## config.mk

```make
export PLATFORM = sky130hd
export DESIGN_NAME = lru_group_cache_budget_evict_top
export DESIGN_NICKNAME = d
export VERILOG_FILES = /design/src/hw/rtl/lrub_pkg.sv /design/src/hw/rtl/lru_group_cache_budget_evict_top.sv /design/src/hw/rtl/lrub_seq.sv /design/src/hw/rtl/lrub_dp.sv
export SDC_FILE = /design/constraint.sdc
export NUM_CORES = 2
export LEC_CHECK = 0
export BUFFER_PORTS_ARGS = -buffer_cell sky130_fd_sc_hd__buf_2
export CORE_ASPECT_RATIO = 0.5
export CORE_MARGIN = 2
export CORE_UTILIZATION = 35
export CTS_CLUSTER_SIZE = 14
export DETAILED_ROUTE_END_ITERATION = 8
export PLACE_DENSITY = 0.59
export SETUP_SLACK_MARGIN = 0.3
export SYNTH_ARGS = -nofsm -noshare
export SYNTH_HDL_FRONTEND = slang
export SYNTH_SLANG_ARGS = --single-unit
```

## constraint.sdc

```tcl
create_clock -name clk -period 10.92 [get_ports clk]
set_input_delay 2.184 -clock clk [delete_from_list [all_inputs] [get_ports clk]]
set_output_delay 2.184 -clock clk [all_outputs]
set_load 0.03 [all_outputs]
```

## src/hw/rtl/lrub_pkg.sv

```systemverilog
// shared types, constants and the control program for the lru group cache
// no dependencies; imported by every module of the block
package lrub_pkg;

  localparam int GID_W   = 8;
  localparam int BYTES_W = 36;
  localparam int TOTAL_W = 40;
  localparam int STAMP_W = 30;
  localparam int KIND_W  = 2;

  localparam int NUM_GROUPS_DEF = 16;
  localparam int MAX_RESULTS    = 16;
  localparam int CNT_W          = $clog2(MAX_RESULTS + 1);

  localparam logic [STAMP_W-1:0] STAMP_LIMIT  = 30'd1000000000;
  localparam logic [TOTAL_W-1:0] TOTAL_MAX    = {TOTAL_W{1'b1}};
  localparam logic [TOTAL_W-1:0] BUDGET_RESET = 40'd4294967296;

  // result kinds
  localparam logic [KIND_W-1:0] KIND_HIT    = 2'd0;
  localparam logic [KIND_W-1:0] KIND_MISS   = 2'd1;
  localparam logic [KIND_W-1:0] KIND_EVICT  = 2'd2;
  localparam logic [KIND_W-1:0] KIND_REJECT = 2'd3;

  typedef struct packed {
    logic [GID_W-1:0]   group_id;
    logic [BYTES_W-1:0] load_size;
  } in_beat_t;

  typedef struct packed {
    logic [KIND_W-1:0]  kind;
    logic [GID_W-1:0]   which_group;
    logic [TOTAL_W-1:0] total_bytes;
    logic               last;
  } out_beat_t;

  // datapath actions
  typedef enum logic [3:0] {
    ACT_NONE,
    ACT_ACCEPT,
    ACT_RESTAMP,
    ACT_LOAD,
    ACT_SCAN_INIT,
    ACT_SCAN_STEP,
    ACT_EVICT,
    ACT_EMIT_LAST,
    ACT_SET_REJ,
    ACT_SET_HIT
  } act_e;

  // branch conditions
  typedef enum logic [2:0] {
    C_NONE,
    C_ALWAYS,
    C_BAD_ID,
    C_HIT,
    C_NO_EVICT,
    C_SCAN_MORE,
    C_NOT_FOUND
  } cond_e;

  localparam int PC_W = 4;

  localparam logic [PC_W-1:0] ST_IDLE   = 4'd0;
  localparam logic [PC_W-1:0] ST_CHECK  = 4'd1;
  localparam logic [PC_W-1:0] ST_STAMP  = 4'd2;
  localparam logic [PC_W-1:0] ST_LOAD   = 4'd3;
  localparam logic [PC_W-1:0] ST_BUDGET = 4'd4;
  localparam logic [PC_W-1:0] ST_SCAN   = 4'd5;
  localparam logic [PC_W-1:0] ST_DRAIN  = 4'd6;
  localparam logic [PC_W-1:0] ST_PICK   = 4'd7;
  localparam logic [PC_W-1:0] ST_EVICT  = 4'd8;
  localparam logic [PC_W-1:0] ST_FINAL  = 4'd9;
  localparam logic [PC_W-1:0] ST_REJECT = 4'd10;
  localparam logic [PC_W-1:0] ST_HIT    = 4'd11;

  typedef struct packed {
    logic            wait_in;
    logic            wait_out;
    act_e            act;
    cond_e           cond;
    logic [PC_W-1:0] tgt;
  } ucode_t;

  typedef struct packed {
    logic fire;
    act_e act;
  } ctrl_t;

  typedef struct packed {
    logic bad_id;
    logic hit;
    logic no_evict;
    logic scan_more;
    logic found;
  } stat_t;

  // control program, one word per step
  function automatic ucode_t ucode_rom(input logic [PC_W-1:0] pc);
    ucode_t w;
    case (pc)
      ST_IDLE:   w = '{wait_in: 1'b1, wait_out: 1'b0, act: ACT_ACCEPT,
                       cond: C_NONE, tgt: ST_IDLE};
      ST_CHECK:  w = '{wait_in: 1'b0, wait_out: 1'b0, act: ACT_NONE,
                       cond: C_BAD_ID, tgt: ST_REJECT};
      ST_STAMP:  w = '{wait_in: 1'b0, wait_out: 1'b0, act: ACT_RESTAMP,
                       cond: C_HIT, tgt: ST_HIT};
      ST_LOAD:   w = '{wait_in: 1'b0, wait_out: 1'b0, act: ACT_LOAD,
                       cond: C_NONE, tgt: ST_IDLE};
      ST_BUDGET: w = '{wait_in: 1'b0, wait_out: 1'b0, act: ACT_SCAN_INIT,
                       cond: C_NO_EVICT, tgt: ST_FINAL};
      ST_SCAN:   w = '{wait_in: 1'b0, wait_out: 1'b0, act: ACT_SCAN_STEP,
                       cond: C_SCAN_MORE, tgt: ST_SCAN};
      ST_DRAIN:  w = '{wait_in: 1'b0, wait_out: 1'b0, act: ACT_NONE,
                       cond: C_NONE, tgt: ST_IDLE};
      ST_PICK:   w = '{wait_in: 1'b0, wait_out: 1'b0, act: ACT_NONE,
                       cond: C_NOT_FOUND, tgt: ST_FINAL};
      ST_EVICT:  w = '{wait_in: 1'b0, wait_out: 1'b1, act: ACT_EVICT,
                       cond: C_ALWAYS, tgt: ST_BUDGET};
      ST_FINAL:  w = '{wait_in: 1'b0, wait_out: 1'b1, act: ACT_EMIT_LAST,
                       cond: C_ALWAYS, tgt: ST_IDLE};
      ST_REJECT: w = '{wait_in: 1'b0, wait_out: 1'b0, act: ACT_SET_REJ,
                       cond: C_ALWAYS, tgt: ST_FINAL};
      ST_HIT:    w = '{wait_in: 1'b0, wait_out: 1'b0, act: ACT_SET_HIT,
                       cond: C_ALWAYS, tgt: ST_FINAL};
      default:   w = '{wait_in: 1'b0, wait_out: 1'b0, act: ACT_NONE,
                       cond: C_ALWAYS, tgt: ST_IDLE};
    endcase
    return w;
  endfunction

endpackage

```

## src/hw/rtl/lru_group_cache_budget_evict_top.sv

```systemverilog
// top level of the lru group cache with byte budget eviction
// depends on lrub_pkg, lrub_seq and lrub_dp
//
//  channel | ports                              | beat
//  --------+------------------------------------+------------------------------
//  in      | in_valid, in_ready, in_beat        | group_id, load_size
//  out     | out_valid, out_ready, out_beat     | kind, which_group, total, last
//  cfg     | cfg_valid, cfg_ready, cfg_data     | memory budget in bytes
//
// an access: idle, check, then reject or restamp, then hit or load and budget;
// an eviction adds scan, drain, pick, evict; a vain scan stops at pick; each scan
// reads the stamp and bytes memories through a registered port, one group per cycle
// synchronous active-low reset clears flags, counters and totals; no clearing pass
// a stalled out beat holds the sequencer on its emit step; new input beats
// are taken only on the idle step once the previous access is fully issued
module lru_group_cache_budget_evict_top #(
  parameter int NUM_GROUPS = lrub_pkg::NUM_GROUPS_DEF
) (
  input  logic                         clk,
  input  logic                         rst_n,
  input  logic                         in_valid,
  output logic                         in_ready,
  input  lrub_pkg::in_beat_t           in_beat,
  output logic                         out_valid,
  input  logic                         out_ready,
  output lrub_pkg::out_beat_t          out_beat,
  input  logic                         cfg_valid,
  output logic                         cfg_ready,
  input  logic [lrub_pkg::TOTAL_W-1:0] cfg_data
);
  import lrub_pkg::*;

  ctrl_t     ctrl;
  stat_t     stat;
  out_beat_t pend;

  logic               out_valid_r;
  out_beat_t          out_beat_r;
  out_beat_t          out_beat_nxt;
  logic [TOTAL_W-1:0] budget_r;
  logic               out_free;
  logic               out_load;

  // budget register, always writable
  assign cfg_ready = 1'b1;

  always_ff @(posedge clk) begin
    if (!rst_n) begin
      budget_r <= BUDGET_RESET;
    end else if (cfg_valid) begin
      budget_r <= cfg_data;
    end
  end

  // output register: a pending result moves here on an emit step
  assign out_free = !out_valid_r || out_ready;
  assign out_load = ctrl.fire && (ctrl.act == ACT_EVICT || ctrl.act == ACT_EMIT_LAST);

  always_ff @(posedge clk) begin
    if (!rst_n) begin
      out_valid_r <= 1'b0;
    end else if (out_load) begin
      out_valid_r <= 1'b1;
    end else if (out_ready) begin
      out_valid_r <= 1'b0;
    end
  end

  // the final beat of an access carries last
  always_comb begin
    out_beat_nxt      = pend;
    out_beat_nxt.last = (ctrl.act == ACT_EMIT_LAST);
  end

  always_ff @(posedge clk) begin
    if (out_load) begin
      out_beat_r <= out_beat_nxt;
    end
  end

  assign out_valid = out_valid_r;
  assign out_beat  = out_beat_r;

  lrub_seq u_seq (
    .clk      (clk),
    .rst_n    (rst_n),
    .in_valid (in_valid),
    .out_free (out_free),
    .stat     (stat),
    .in_ready (in_ready),
    .ctrl     (ctrl)
  );

  lrub_dp #(
    .NUM_GROUPS (NUM_GROUPS)
  ) u_dp (
    .clk     (clk),
    .rst_n   (rst_n),
    .ctrl    (ctrl),
    .in_beat (in_beat),
    .budget  (budget_r),
    .stat    (stat),
    .pend    (pend)
  );

endmodule

```

## src/hw/rtl/lrub_seq.sv

```systemverilog
// microcode sequencer: step counter, program rom lookup and branch logic
// depends on lrub_pkg
module lrub_seq (
  input  logic            clk,
  input  logic            rst_n,
  input  logic            in_valid,
  input  logic            out_free,
  input  lrub_pkg::stat_t stat,
  output logic            in_ready,
  output lrub_pkg::ctrl_t ctrl
);
  import lrub_pkg::*;

  logic [PC_W-1:0] pc_r, pc_nxt;
  ucode_t          word;
  logic            fire;
  logic            take;

  always_ff @(posedge clk) begin
    if (!rst_n) begin
      pc_r <= ST_IDLE;
    end else begin
      pc_r <= pc_nxt;
    end
  end

  always_comb begin
    word = ucode_rom(pc_r);
    fire = (!word.wait_in || in_valid) && (!word.wait_out || out_free);
    case (word.cond)
      C_NONE:      take = 1'b0;
      C_ALWAYS:    take = 1'b1;
      C_BAD_ID:    take = stat.bad_id;
      C_HIT:       take = stat.hit;
      C_NO_EVICT:  take = stat.no_evict;
      C_SCAN_MORE: take = stat.scan_more;
      C_NOT_FOUND: take = !stat.found;
      default:     take = 1'b0;
    endcase
    if (!fire) begin
      pc_nxt = pc_r;
    end else if (take) begin
      pc_nxt = word.tgt;
    end else begin
      pc_nxt = pc_r + PC_W'(1);
    end
    in_ready  = word.wait_in;
    ctrl.fire = fire;
    ctrl.act  = word.act;
  end

endmodule

```

## src/hw/rtl/lrub_dp.sv

```systemverilog
// datapath: per-group entry store, stamp counter, resident total, lru scan
// depends on lrub_pkg; driven by the control word of lrub_seq
module lrub_dp #(
  parameter int NUM_GROUPS = lrub_pkg::NUM_GROUPS_DEF
) (
  input  logic                         clk,
  input  logic                         rst_n,
  input  lrub_pkg::ctrl_t              ctrl,
  input  lrub_pkg::in_beat_t           in_beat,
  input  logic [lrub_pkg::TOTAL_W-1:0] budget,
  output lrub_pkg::stat_t              stat,
  output lrub_pkg::out_beat_t          pend
);
  import lrub_pkg::*;

  localparam int IDX_W = (NUM_GROUPS > 1) ? $clog2(NUM_GROUPS) : 1;

  // entry store: stamps and bytes in memory, flags in flops
  logic [STAMP_W-1:0] stamp_mem [NUM_GROUPS];
  logic [BYTES_W-1:0] bytes_mem [NUM_GROUPS];
  logic [NUM_GROUPS-1:0] resident_r;
  logic [NUM_GROUPS-1:0] svld_r;

  logic [GID_W-1:0]   gid_r;
  logic [BYTES_W-1:0] size_r;
  logic [STAMP_W-1:0] stamp_cnt_r;
  logic [TOTAL_W-1:0] total_r;
  logic [CNT_W-1:0]   n_r;
  out_beat_t          pend_r;

  logic [IDX_W-1:0]   scan_idx_r;
  logic [IDX_W-1:0]   rd_idx_r;
  logic               rd_vld_r;
  logic [STAMP_W-1:0] rd_stamp_r;
  logic [BYTES_W-1:0] rd_bytes_r;
  logic               found_r;
  logic [IDX_W-1:0]   best_idx_r;
  logic [STAMP_W-1:0] best_stamp_r;
  logic [BYTES_W-1:0] best_bytes_r;

  logic [IDX_W-1:0]   g_idx;
  logic [NUM_GROUPS-1:0] g_mask;
  logic [STAMP_W-1:0] cnt_inc;
  logic               renorm;
  logic [STAMP_W-1:0] new_stamp;
  logic [TOTAL_W:0]   sum_w;
  logic [TOTAL_W-1:0] total_add;
  logic [TOTAL_W:0]   diff_w;
  logic [TOTAL_W-1:0] total_sub;
  logic               hit;
  logic               cand;
  logic [STAMP_W-1:0] cand_stamp;
  logic               do_stamp;
  logic               do_load;
  logic               do_step;
  logic               do_evict;

  assign g_idx    = gid_r[IDX_W-1:0];
  assign g_mask   = NUM_GROUPS'(1) << g_idx;
  assign do_stamp = ctrl.fire && (ctrl.act == ACT_RESTAMP || ctrl.act == ACT_LOAD);
  assign do_load  = ctrl.fire && (ctrl.act == ACT_LOAD);
  assign do_step  = ctrl.fire && (ctrl.act == ACT_SCAN_STEP);
  assign do_evict = ctrl.fire && (ctrl.act == ACT_EVICT);

  // restamp with renormalize at the limit
  always_comb begin
    cnt_inc   = stamp_cnt_r + STAMP_W'(1);
    renorm    = (cnt_inc >= STAMP_LIMIT);
    new_stamp = renorm ? STAMP_W'(1) : cnt_inc;
  end

  // saturating add, clamping subtract
  always_comb begin
    sum_w     = {1'b0, total_r} + {{(TOTAL_W + 1 - BYTES_W){1'b0}}, size_r};
    total_add = sum_w[TOTAL_W] ? TOTAL_MAX : sum_w[TOTAL_W-1:0];
    diff_w    = {1'b0, total_r} - {{(TOTAL_W + 1 - BYTES_W){1'b0}}, best_bytes_r};
    total_sub = diff_w[TOTAL_W] ? '0 : diff_w[TOTAL_W-1:0];
  end

  always_comb begin
    hit = 1'b0;
    for (int i = 0; i < NUM_GROUPS; i++) begin
      if (gid_r == GID_W'(i)) begin
        hit = resident_r[i];
      end
    end
  end

  // candidate from the registered read
  always_comb begin
    cand_stamp = svld_r[rd_idx_r] ? rd_stamp_r : '0;
    cand       = rd_vld_r && resident_r[rd_idx_r] && (rd_idx_r != g_idx) &&
                 (cand_stamp < best_stamp_r);
  end

  always_ff @(posedge clk) begin
    if (do_stamp) begin
      stamp_mem[g_idx] <= new_stamp;
    end
    if (do_load) begin
      bytes_mem[g_idx] <= size_r;
    end
    if (do_step) begin
      rd_stamp_r <= stamp_mem[scan_idx_r];
      rd_bytes_r <= bytes_mem[scan_idx_r];
    end
  end

  always_ff @(posedge clk) begin
    if (!rst_n) begin
      resident_r  <= '0;
      svld_r      <= '0;
      stamp_cnt_r <= '0;
      total_r     <= '0;
      rd_vld_r    <= 1'b0;
      found_r     <= 1'b0;
      n_r         <= '0;
    end else begin
      rd_vld_r <= do_step;
      if (do_stamp) begin
        stamp_cnt_r <= new_stamp;
        // renormalize keeps only the accessed group's stamp
        svld_r      <= renorm ? g_mask : (svld_r | g_mask);
      end
      if (do_load) begin
        total_r           <= total_add;
        resident_r[g_idx] <= (size_r != '0);
        n_r               <= CNT_W'(1);
      end
      if (ctrl.fire && ctrl.act == ACT_SCAN_INIT) begin
        found_r <= 1'b0;
      end else if (cand) begin
        found_r <= 1'b1;
      end
      if (do_evict) begin
        total_r                <= total_sub;
        resident_r[best_idx_r] <= 1'b0;
        svld_r[best_idx_r]     <= 1'b0;
        n_r                    <= n_r + CNT_W'(1);
      end
    end
  end

  always_ff @(posedge clk) begin
    if (ctrl.fire && ctrl.act == ACT_ACCEPT) begin
      gid_r  <= in_beat.group_id;
      size_r <= in_beat.load_size;
    end
    if (ctrl.fire && ctrl.act == ACT_SCAN_INIT) begin
      scan_idx_r <= '0;
    end else if (do_step) begin
      scan_idx_r <= scan_idx_r + IDX_W'(1);
    end
    // best stamp follows every candidate, also while later reads are stepping
    if (ctrl.fire && ctrl.act == ACT_SCAN_INIT) begin
      best_stamp_r <= STAMP_LIMIT;
    end else if (cand) begin
      best_stamp_r <= cand_stamp;
    end
    if (do_step) begin
      rd_idx_r <= scan_idx_r;
    end
    if (cand) begin
      best_idx_r   <= rd_idx_r;
      best_bytes_r <= rd_bytes_r;
    end
    if (ctrl.fire) begin
      case (ctrl.act)
        ACT_LOAD:    pend_r <= '{kind: KIND_MISS, which_group: gid_r,
                                 total_bytes: total_add, last: 1'b0};
        ACT_EVICT:   pend_r <= '{kind: KIND_EVICT,
                                 which_group: GID_W'(best_idx_r),
                                 total_bytes: total_sub, last: 1'b0};
        ACT_SET_REJ: pend_r <= '{kind: KIND_REJECT, which_group: gid_r,
                                 total_bytes: total_r, last: 1'b0};
        ACT_SET_HIT: pend_r <= '{kind: KIND_HIT, which_group: gid_r,
                                 total_bytes: total_r, last: 1'b0};
        default:     pend_r <= pend_r;
      endcase
    end
  end

  always_comb begin
    stat.bad_id    = (gid_r >= GID_W'(NUM_GROUPS));
    stat.hit       = hit;
    stat.no_evict  = (total_r <= budget) || (n_r == CNT_W'(MAX_RESULTS));
    stat.scan_more = (scan_idx_r != IDX_W'(NUM_GROUPS - 1));
    stat.found     = found_r;
    pend           = pend_r;
  end

endmodule

```

# Yosys cells after proc, flatten, opt, wreduce, memory -nomap -nowiden
# Memories as Yosys holds them, arrays and structs flattened. A register that Yosys moved wholly into a read port is not among the register bits.
# Cells that the tools add are included.
word_totals:
  register_bits: 377
  latchBits: 0
  ramBits: 1056
  romBits: 208
  in_bits: 89
  memories: 3
memory_table:
  columns: ["name", "words", "width", "rd", "rd_clocked_by_memory_dff", "write_ports", "line", "source"]
  rows:
  - ["u_dp.bytes_mem", 16, 36, 1, 1, 1, "lrub_dp.sv:20", "logic [BYTES_W-1:0] bytes_mem [NUM_GROUPS];"]
  - ["u_dp.stamp_mem", 16, 30, 1, 1, 1, "lrub_dp.sv:19", "logic [STAMP_W-1:0] stamp_mem [NUM_GROUPS];"]
  - ["(name not given)", 16, 13, 1, 1, 0, "lrub_pkg.sv:101", "case (pc)"]
classes:
  n_addsub: 6
  n_mul: 0
  div_mod_pow: 0
  order_cmp: 9
  n_eq_ne: 33
  shift: 1
  n_mux: 51
  bitwise_logic: 5
  reduce_logical: 30
op_table:
  columns: ["op", "n"]
  rows:
  - ["51-bit one-hot mux with 4 select lines", 1]
  - ["40-bit two-way mux", 4]
  - ["16-bit two-way mux", 7]
  - ["8-bit by 4-bit == test with 1-bit output (second input constant)", 8]
  - ["30-bit two-way mux", 2]
  - ["40-bit by 36-bit adder with 41-bit output", 1]
  - ["40-bit by 36-bit subtractor with 41-bit output", 1]
  - ["40-bit <= comparator", 1]
  - ["36-bit nonzero test", 1]
  - ["16-bit AND", 2]
  - ["8-bit by 3-bit == test with 1-bit output (second input constant)", 4]
  - ["30-bit by 1-bit adder with 30-bit output (second input constant)", 1]
  - ["30-bit >= comparator (second input constant)", 1]
  - ["30-bit < comparator", 1]
  - ["1-bit two-way mux", 26]
  - ["16-bit bitwise mux", 1]
  - ["4-bit by 3-bit == test with 1-bit output (second input constant)", 4]
  - ["8-bit by 2-bit == test with 1-bit output (second input constant)", 2]
  - ["16-bit inverter", 1]
  - ["16-bit bitwise OR", 1]
  - ["1-bit by 4-bit << shifter with 16-bit output (first input constant)", 1]
  - ["4-bit by 5-bit < comparator with 1-bit output (second input constant)", 3]
  - ["1-bit logical AND", 13]
  - ["4-bit two-way mux", 3]
  - ["26 further kinds", 45]

# Longest topological paths before layout
depth:
  ltp_word: 21
  ltp_mapped: 19
  depth_no_buf: 14

# Hierarchy
# From an unflattened synthesis, not the netlist that was laid out.
hier_totals:
  cells_unflattened: 4007
  area_unflattened_um2: 64548.2
by_module_without_submodules:
  columns: ["module", "n_inst", "cells_per_inst", "area_each_um2"]
  rows:
  - ["lrub_dp", 1, 3716, 60425.5]
  - ["lru_group_cache_budget_evict_top", 1, 189, 3156.8]
  - ["lrub_seq", 1, 102, 965.9]

# Worst setup path before layout
# No wires, ideal clock.
synth_timing:
  kind: "input to register"
  start: "in out_ready"
  end: "reg u_dp.resident_r[2]"
  arrival_time_ns: 6.839
  required_ns: 10.799
  setup_slack_ns: 3.959
  stages: 9
  path_cell_list: "nor2b_1 -> nand2_1 -> o21ai_0 -> nor4b_1 -> nand3_1 -> nor3_1 -> and2_1 -> mux2i_1 -> nor2_1"
synth_between:
  elab_chain_cells: 8
  elab_cells_between_ends: 9
  classes_between: "3 x mux; 1 x bitwise; 5 x reduce/logical"
synth_rtl:
  columns: ["element", "line", "source"]
  rows:
  - ["start, declared", "lru_group_cache_budget_evict_top.sv:25", "input logic out_ready,"]
  - ["1-bit logical OR *", "lru_group_cache_budget_evict_top.sv:56", "assign out_free = !out_valid_r || out_ready;"]
  - ["1-bit logical OR *", "lrub_seq.sv:29", "fire = (!word.wait_in || in_valid) && (!word.wait_out || out_free);"]
  - ["1-bit logical AND *", "lrub_seq.sv:29", null]
  - ["1-bit logical AND", "lrub_dp.sv:61", "assign do_load = ctrl.fire && (ctrl.act == ACT_LOAD);"]
  - ["16-bit two-way mux", "lrub_dp.sv:125", "if (do_load) begin"]
  - ["16-bit two-way mux", "lrub_dp.sv:110", "if (!rst_n) begin"]
  - ["16-bit AND (no source line)", null, null]
  - ["16-bit two-way mux *", "lrub_dp.sv:135", "if (do_evict) begin"]
  - ["end signal, assigned by index", "lrub_dp.sv:127", "resident_r[g_idx] <= (size_r != '0);"]
  - ["end, declared", "lrub_dp.sv:21", "logic [NUM_GROUPS-1:0] resident_r;"]
# Mark *: on every way between the ends. The rest lies on a longest branch, timed or not. The select of a mux whose other input is x is not followed.
# A chain may end at the register's enable or synchronous reset.

# Final worst setup path
layout_timing:
  start: "reg u_dp.rd_idx_r[0]"
  end: "reg u_dp.best_bytes_r[28], enable pin"
layout_between:
  elab_chain_cells: 5
  elab_cells_between_ends: 10
  classes_between: "1 x order compare; 1 x eq/ne; 5 x mux; 3 x reduce/logical"
layout_rtl:
  columns: ["element", "line", "source"]
  rows:
  - ["start, declared", "lrub_dp.sv:32", "logic [IDX_W-1:0] rd_idx_r;"]
  - ["start signal, assigned", "lrub_dp.sv:161", "rd_idx_r <= scan_idx_r;"]
  - ["1-bit binary-select mux with 4-bit select", "lrub_dp.sv:91", "cand_stamp = svld_r[rd_idx_r] ? rd_stamp_r : '0;"]
  - ["1-bit two-way mux (not written as such)", "lrub_dp.sv:91", null]
  - ["30-bit two-way mux", "lrub_dp.sv:91", null]
  - ["via u_dp.cand_stamp[7]", "lrub_dp.sv:52", "logic [STAMP_W-1:0] cand_stamp;"]
  - ["30-bit < comparator", "lrub_dp.sv:93", "(cand_stamp < best_stamp_r);"]
  - ["1-bit logical AND", "lrub_dp.sv:92", "cand = rd_vld_r && resident_r[rd_idx_r] && (rd_idx_r != g_idx) &&"]
  - ["end signal, assigned", "lrub_dp.sv:165", "best_bytes_r <= rd_bytes_r;"]
  - ["end, declared", "lrub_dp.sv:39", "logic [BYTES_W-1:0] best_bytes_r;"]
# The timed path passes the listed nets, and every way through them passes these cells. The select of a mux whose other input is x is not followed.

==> impl_metrics.ini <==
[clocking]
cts.sinks = 1512
cts_resized = 0
cts_tree = done
cts_made_buffers = 151
ctsLongestPathBuffers = 4
postCtsSetupRepairBufs = 0
htreeDepth = 4
clk_latency_ns = 0.80
clk_pin_slew_ns = 0.06
cts-root-buf = clkbuf_16
postCtsHoldBufs = 0

[layout]
drive_gt1_share_pct = 20.5
layout_common_cells = edfxtp_1 (1311), mux4_2 (341), nor2_1 (234)
final_common_cell = edfxtp_1
fin_nets = 4341
fin_cells = 6613
syn2layout_area_growth_pct = 13.1
fin_util_pct = 40.0

[detailed_routing]
drc = 0
vias = 36500
drt-total-wl_um = 170000
viasPerCell = 5.52
drt.antenna.violating_nets = 0
drt_iter0_markers = 4190
routedWlPerCell_um = 25.7
first_pass_iters = 6

[worst_setup_path]
crit_path_start = u_dp.rd_idx_r[0]$_DFFE_PP_
path_class = reg2reg
critPathCaptureType = register
arrival_ns = 6.14
r2r_cells = 13
timing.rr.end = u_dp.best_bytes_r[28]$_DFFE_PP_
r2r_setup_slack_ns = 5.12
required_ns = 11.26
crit_path_max_fanout = 56
setup.worst_path.start_class = register
r2r_start = u_dp.rd_idx_r[0]$_DFFE_PP_

[pwr]
p_per_area_nw_per_um2 = 216
ir_worst_vdd_v = 0.000146
p_total_mw = 15.6
leakage_nw = 23.0

[sta]
worst_pin_slew_ns = 1.32
fin_tns_setup_ns = 0
slew_headroom_pct = 11.9
rsz0062_at_grt = no
post-route-min-period_ns = 5.80
setup_violations = 0
report.final.slew_viol_count = 0
finalHoldViolCount = 0
fin_worst_skew_ns = 0.0925
fin_crit_sh_pct = 53.1
max_freq_ghz = 0.172
timing.final.ws_setup_ns = 5.12

[placement]
portBuffers = 141
hpwl_um = 106000
dpl_worst_slack_ns = 4.66
gp_congestion = 0.924
dp_cells = 6354

[synth]
syn-num-nets = 4159
synthFlopType = edfxtp_1
ys_ff_latch = 1512
yosysUniqueCellTypes = 89
yosysSeqAreaShare_pct = 67.9
synth-edff-count = 1311
syn-cell-area_um2 = 63900
yosysWarnings = 0
async_reset_ff_share_pct = 0
syn_inst = 3917
avgSynthCellArea_um2 = 16.3

[floorplanning]
num_rows = 110
die_h_um = 306
die_w_um = 608
die_area_um2 = 186000
io_pins = 143
start_util_pct = 35.4
coreArea_um2 = 181000

[min_path]
hold_class = reg2reg
hp-start = u_dp.pend[5]$_DFFE_PP_
hold_path_end = out_beat[5]$_DFFE_PP_
hold-path-cell-count = 0

[global_routing]
grt_pass1_wl_um = 247000
track_usage_pct = 17.9
grt_pass1_vias = 36100
grt_max_degree = 135
antenna_found_initial = 16
grt_overflow = 0

[run_status]
status = finished clean

[job]
max_cap_violations = 0
kinds of logic (layout without fill, tap and decap cells):
family | after synthesis | count (layout) | synth area share, %
AOI/OAI and AO/OA | 578 | 578 | 6.08
xor gates and xnor gates | 96 | 96 | 1.32
adders and majority gates | 153 | 153 | 3.02
buffers and inverters | 354 | 641 | 2.17
DFF | 1512 | 1512 | 67.9
muxes | 425 | 425 | 13.3
other | 1 | 2 | 0.00587
and+or+nand+nor | 798 | 798 | 6.18
layer usage:
| metal | GRT usage [%] | part of all wire [%] |
|---|---|---|
| met1 | 26.8 | 47 |
| met2 | 26.9 | 44 |
| met3 | 3.13 | 7.1 |
| met5 | 0 | 0.0047 |
| met4 | 4.52 | 2.3 |
sequential cells by signal, indices dropped and copies added (netlist names), 16 cells and up:
register           cells
u_dp.pend             50
u_dp.size_r           36
u_dp.rd_bytes_r       36
budget_r              40
u_dp.stamp_mem       480
out_beat              51
u_dp.resident_r       16
u_dp.svld_r           16
u_dp.best_stamp_r     30
u_dp.rd_stamp_r       30
u_dp.bytes_mem       576
u_dp.total_r          40
u_dp.best_bytes_r     36
u_dp.stamp_cnt_r      30
final cells by class:
| type | instances | area, um2 |
|---|---|---|
| fillers | 16200 | 108000 |
| flip-flops and latches | 1512 | 43400 |
| multi-input cells | 2051 | 19300 |
| clock buffers | 201 | 4080 |
| well taps | 2408 | 3010 |
| repair buffers | 235 | 1420 |
| inverters | 148 | 558 |
| clock inverters | 57 | 484 |
| diodes | 1 | 2.50 |
cell usage after synthesis, types with 67 or more instances:
| cell type | n | area (um2) |
|---|---|---|
| mux4_2 | 341 | 7680 |
| nor2_1 | 251 | 942 |
| a21oi_1 | 173 | 866 |
| clkbuf_1 | 158 | 593 |
| o21ai_0 | 99 | 495 |
| mux2i_1 | 82 | 821 |
| nand2_1 | 172 | 646 |
| inv_1 | 148 | 556 |
| and2_1 | 67 | 419 |
| ha_1 | 151 | 1890 |
| edfxtp_1 | 1311 | 39400 |
| dfxtp_1 | 201 | 4020 |
worst max-delay path: stages (launching register included):
cell,delay [ns]
edfxtp_1,0.74
mux4_2,0.58
mux4_2,0.76
and2_1,0.29
ha_1,0.31
a21o_1,0.16
a21o_1,0.17
a21o_1,0.17
a21o_1,0.17
a21oi_1,0.15
nor2_1,0.06
a2111oi_0,0.49
o21a_4,0.49
buf_4,0.68
metrics by stage:
stage                     hold slack (ns)  instance area, um2
after CTS                           0.385               72300
after detailed placement            0.405               67700
after global placement              0.402               67700
final                               0.371               72300
after floorplan                     0.400               63900
after global routing                0.378               72300
report_power, final:
part	leakage, nW	switching, mW	internal (mW)	total [mW]
logic	8.14	2.03	1.30	3.34
clock network	2.21	2.17	2.79	4.96
registers	12.7	0.332	6.96	7.29
how the worst max path moves through the flow:
stage	cells past startpoint	slack, ns	to
global route	13	4.83	u_dp.best_bytes_r[0]$_DFFE_PP_
global placement	13	4.78	u_dp.resident_r[4]$_SDFF_PN0_
finish	13	5.12	u_dp.best_bytes_r[28]$_DFFE_PP_
detailed placement	13	4.66	u_dp.resident_r[4]$_SDFF_PN0_
CTS	13	5.08	u_dp.best_bytes_r[28]$_DFFE_PP_
floorplan	9	3.96	u_dp.resident_r[2]$_SDFF_PN0_
No activity file was read; power rests on OpenSTA's default activity.
